$ cat config.mk
export PLATFORM = sky130hd
export DESIGN_NAME = nat_pba_ctrl
export DESIGN_NICKNAME = d
export VERILOG_FILES = /design/src/hw/rtl/nat_pba_pkg.sv /design/src/hw/rtl/nat_pba_ctrl.sv
export SDC_FILE = /design/constraint.sdc
export NUM_CORES = 1
export LEC_CHECK = 0
export BUFFER_PORTS_ARGS = -buffer_cell sky130_fd_sc_hd__buf_2
export CAP_MARGIN = 0
export CORE_AREA = 2 2 39 41
export DETAILED_ROUTE_END_ITERATION = 16
export DIE_AREA = 0 0 41 43
export SLEW_MARGIN = 20
export SYNTH_ARGS = -nofsm -noshare
export SYNTH_HDL_FRONTEND = slang
export SYNTH_SLANG_ARGS = --single-unit
$ cat constraint.sdc
create_clock -name clk -period 1.4 [get_ports clk]
set_input_delay 0 -clock clk [delete_from_list [all_inputs] [get_ports clk]]
set_output_delay 0 -clock clk [all_outputs]
set_load 0.02 [all_outputs]
$ cat src/hw/rtl/nat_pba_pkg.sv
// Shared constants, codes and controller/datapath interface types
// for the NAT port-block allocator. No dependencies.
package nat_pba_pkg;

    localparam int NUM_ADDRESSES  = 16;
    localparam int NUM_BLOCKS     = 64;
    localparam int MAX_BLOCK_LOG2 = 6;
    localparam int MIN_BLOCK_LOG2 = 3;

    localparam int ADDR_W = $clog2(NUM_ADDRESSES);
    localparam int BLK_W  = (NUM_BLOCKS > 1) ? $clog2(NUM_BLOCKS) : 1;
    localparam int CNT_W  = $clog2(NUM_BLOCKS + 1);
    localparam int MEM_AW = ADDR_W + BLK_W;
    localparam int MEM_DEPTH = NUM_ADDRESSES * NUM_BLOCKS;
    localparam int MAP_W  = 1 << MAX_BLOCK_LOG2;
    localparam int BIT_W  = MAX_BLOCK_LOG2;
    localparam int NUM_PROTO = 3;

    // register indexes
    localparam logic [1:0] REG_PORT_BASE  = 2'd0;
    localparam logic [1:0] REG_BLOCK_LOG2 = 2'd1;
    localparam logic [1:0] REG_BLOCK_CNT  = 2'd2;

    // IP protocol numbers
    localparam logic [7:0] PROTO_NUM_ICMP = 8'd1;
    localparam logic [7:0] PROTO_NUM_TCP  = 8'd6;
    localparam logic [7:0] PROTO_NUM_UDP  = 8'd17;

    // bitmap selects
    localparam logic [1:0] SEL_TCP  = 2'd0;
    localparam logic [1:0] SEL_UDP  = 2'd1;
    localparam logic [1:0] SEL_ICMP = 2'd2;

    // result status codes
    localparam logic [1:0] ST_OK     = 2'd0;
    localparam logic [1:0] ST_FAIL   = 2'd1;
    localparam logic [1:0] ST_REJECT = 2'd2;

    typedef struct packed {
        logic clr;       // clearing pass step
        logic load;      // capture request word
        logic rd;        // read owner and bitmaps of current block
        logic next;      // advance block counter
        logic ev_rec;    // note first unowned block
        logic hit_wr;    // take bit in owned block
        logic claim_wr;  // claim first unowned block
        logic res_reject;
        logic res_fail;
        logic out_load;  // move result into output register
    } cmd_t;

    typedef struct packed {
        logic clr_last;
        logic reject;
        logic empty;
        logic hit;
        logic last;
        logic have_free;
        logic out_busy;
    } sts_t;

endpackage

$ cat src/hw/rtl/nat_pba_ctrl.sv
// Sequencer for the NAT port-block allocator: clearing pass, block scan,
// claim and result hand-off. Depends on nat_pba_pkg.
module nat_pba_ctrl (
    input  logic              clk,
    input  logic              rst_n,
    input  logic              in_valid,
    output logic              in_stall,
    input  logic              out_stall,
    input  nat_pba_pkg::sts_t sts,
    output nat_pba_pkg::cmd_t cmd
);
    import nat_pba_pkg::*;

    localparam logic [2:0] S_CLEAR = 3'd0;
    localparam logic [2:0] S_IDLE  = 3'd1;
    localparam logic [2:0] S_CHECK = 3'd2;
    localparam logic [2:0] S_RD    = 3'd3;
    localparam logic [2:0] S_EV    = 3'd4;
    localparam logic [2:0] S_CLAIM = 3'd5;
    localparam logic [2:0] S_DONE  = 3'd6;

    logic [2:0] state_reg, state_next;

    // state register
    always_ff @(posedge clk or negedge rst_n)
    begin
        if (!rst_n)
        begin
            state_reg <= S_CLEAR;
        end
        else
        begin
            state_reg <= state_next;
        end
    end

    assign in_stall = (state_reg != S_IDLE);

    // next state and commands
    always_comb
    begin
        state_next = state_reg;
        cmd = '0;
        unique case (state_reg)
            S_CLEAR:
            begin
                cmd.clr = 1'b1;
                if (sts.clr_last)
                begin
                    state_next = S_IDLE;
                end
            end
            S_IDLE:
            begin
                if (in_valid)
                begin
                    cmd.load = 1'b1;
                    state_next = S_CHECK;
                end
            end
            S_CHECK:
            begin
                priority if (sts.reject)
                begin
                    cmd.res_reject = 1'b1;
                    state_next = S_DONE;
                end
                else if (sts.empty)
                begin
                    cmd.res_fail = 1'b1;
                    state_next = S_DONE;
                end
                else
                begin
                    state_next = S_RD;
                end
            end
            S_RD:
            begin
                cmd.rd = 1'b1;
                state_next = S_EV;
            end
            S_EV:
            begin
                cmd.ev_rec = 1'b1;
                priority if (sts.hit)
                begin
                    cmd.hit_wr = 1'b1;
                    state_next = S_DONE;
                end
                else if (!sts.last)
                begin
                    cmd.next = 1'b1;
                    state_next = S_RD;
                end
                else if (sts.have_free)
                begin
                    state_next = S_CLAIM;
                end
                else
                begin
                    cmd.res_fail = 1'b1;
                    state_next = S_DONE;
                end
            end
            S_CLAIM:
            begin
                cmd.claim_wr = 1'b1;
                state_next = S_DONE;
            end
            S_DONE:
            begin
                if (!sts.out_busy || !out_stall)
                begin
                    cmd.out_load = 1'b1;
                    state_next = S_IDLE;
                end
            end
            default:
            begin
                state_next = S_CLEAR;
            end
        endcase
    end

`ifndef SYNTHESIS
    // the scan only writes after the block's read data came back
    a_hit_after_read: assert property (@(posedge clk) disable iff (!rst_n)
        cmd.hit_wr |-> $past(cmd.rd))
        else $error("bitmap write without preceding read");
    // a claim always follows the last scanned block
    a_claim_after_scan: assert property (@(posedge clk) disable iff (!rst_n)
        (state_reg == S_CLAIM) |-> $past(state_reg == S_EV && sts.last))
        else $error("claim without finished scan");
    // no request is taken during the clearing pass
    a_clear_stalls: assert property (@(posedge clk) disable iff (!rst_n)
        cmd.clr |-> in_stall)
        else $error("input taken during clearing pass");
`endif

endmodule

==> results.ini <==
[global_route]
grt_max_degree=14
grt_use_total=0.130
grt_pass1_vias=351
antenna_found_initial=0
grt_pass1_wl_microns=1450
grt_overflow=0

[sta]
hold_viol=0
fmax_mhz=754
maxSlewHeadroom=0.813
skew_ns=0.000215
setup_viol_count_final=0
setup_slack_ns=0.0739
worstMarginPinSlew_ns=0.279
finalCriticalPeriod_ns=1.33
timing.final.max_slew_violations=0
period_share=0.947

[detailed_routing]
vias_per_cell=4.61
wl_per_cell_microns=10.3
vias=401
wl_met2_microns=449
wl_met3_microns=56
wl_met1_microns=355
first_pass_iters=2
route.detailed.drc=0
drt_iter0_drc=1
highest_layer=met4
drtAntennaViolNets=0
routed_wl_microns=892

[layout]
fillerInstances=159
fin_util=0.384
largest_register_ffs=3
final_cells=87
syn_to_final_growth_pct=68.7
design_area_sq_um=532
finalNetCount=83
drive_above_1_share=0.535
n_antenna_cell=0

[power]
p_sw_uw=516
p_sw_frac=0.457
p_clk_frac=0.141
comb_power_share=0.657
powerDensity_nw_per_um2=2120
power.leakage_nw=0.265
power_frac_seq=0.202
intPower_uw=613
worst_ir_drop_vdd_v=0.000697

[worst_hold_path]
worst_hold_path_type=primary input to asynchronous set/reset pin

[yosys]
synth_edf_count=0
syn_area_per_cell_sq_um=7.51
ys_top_cells_by_count=nor2_1 (5), a21oi_1 (4), nand2_1 (4)
ys_seq_elements=3
yosysWarnings=0
netlist_area_sq_um=315
synth_ff_type=dfrtp_1
synth_top_area_share=0.238
synth_area_leaders=dfrtp_1 (24%), a21oi_1 (6.3%), nor2_1 (6.0%)
syn_inst=42
yosys.cell_count.top_type=nor2_1
synth.largest_area_cell=dfrtp_1
syn-num-nets=53
async_reset_ff_frac=1.00
seq_area_frac_synth=0.238
ys_types=26

[worst_setup_path]
endpoint=cmd[4]
crit_path_end_kind=output port
cp.required_ns=1.40
rr_worst_depth=3
critPathLaunchType=flop
arrival_ns=1.33
reg2reg_from=state_reg[0]
critical_path.max_fanout=6
r2r_slack_ns=0.21
setup.worst_path.start=state_reg[1]
timing.rr.end=state_reg[2]
criticalPathCategory=flop to output port

[placed_design]
dpl.cell_count=79
hpwlAfterDp_microns=672
placed_cell_area_sq_um=444
dp_slack_ns=0.173
place_congestion=0.767
numPortBuffers=21

[floorplan]
core-area_sq_um=1380
die_y_microns=43
die_area_sq_um=1760
design.portCount=22
fp-row-count=14
start_util=0.228
fp.dieW_microns=41

[clock_tree]
clock_sinks=3
clk_pin_slew_worst_paths_ns=0.04
cts-root-buf=clkbuf_4
cts_tree=done
cts_buffers=3
htreeDepth=1
clock_path_buffers=2
clock_latency_ns=0.24

[run_status]
status=finished clean

[flow_run]
max_cap_viol_count=0

final cells by class:
cell class / count / area [sq um] / area share
clock buffers: 4 / 26.3 / 0.0494
multi-input cells: 37 / 238 / 0.447
flip-flops and latches: 3 / 77.6 / 0.146
well taps: 16 / 20.0 / 0.0376
repair buffers: 27 / 170 / 0.320
cells by family (layout without fill, tap and decap cells):
group / Yosys count / count (layout) / synth area share
AOI/OAI and AO/OA: 11 / 11 / 0.214
buffers and inverters: 2 / 31 / 0.0516
DFF: 3 / 3 / 0.238
and+or+nand+nor: 26 / 26 / 0.496
what timing repair did:
item / in CTS / in global routing
setup endpoints to repair: 1 / 3
hold buffers: 2 / 0
buffers inserted: 1 / 1
endpoints found under the hold margin: 4 / 0
gates resized for setup: 0 / 10
metal layers:
layer	vias to the layer above	track usage
li1	206	-
met1	176	0.142
met2	16	0.181
met3	3	0.0314
met4	0	0.140
met5	-	0
worst max-delay path, stage by stage (launching register included):
cell     delay [ns]
dfrtp_1        0.40
buf_6          0.15
nor2b_4        0.13
and2b_1        0.16
and2_4         0.14
buf_6          0.10
metrics by stage:
step	hold slack (ns)	TNS (ns)	power (mW)
2_1_floorplan	-0.296	0	0.697
3_3_place_gp	-0.201	0	0.871
3_5_place_dp	-0.201	0	0.871
4_1_cts	0.0764	0	1.06
5_1_grt	0.108	-0.00238	1.24
6_report	0.0810	0	1.13
how the worst min path moves through the flow:
stage / startpoint / end / slack, ns
after floorplan: rst_n / state_reg[0] / -0.30
after global placement: rst_n / state_reg[1] / -0.20
after detailed placement: rst_n / state_reg[1] / -0.20
after CTS: rst_n / state_reg[0] / 0.08
after global routing: rst_n / state_reg[0] / 0.11
final: rst_n / state_reg[0] / 0.08
layout by cell type, fill, tap and decap left out, types with 2 or more instances in the layout:
master | Yosys | layout
a21oi_1 | 4 | 3
buf_2 | 1 | 18
buf_4 | 0 | 5
buf_6 | 1 | 2
clkbuf_4 | 0 | 3
dfrtp_2 | 0 | 2
dlygate4sd3_1 | 0 | 2
nand2_1 | 4 | 4
nand2b_1 | 2 | 2
nor2_1 | 5 | 5
power by group through the flow:
stage	logic (mW)	registers (mW)	clock network, mW
after floorplan	0.514	0.183	0
after global routing	0.824	0.245	0.171
after detailed placement	0.645	0.226	0
after CTS	0.680	0.218	0.164
after global placement	0.644	0.227	0
final	0.742	0.229	0.159
No activity file was read; power rests on OpenSTA's default activity.
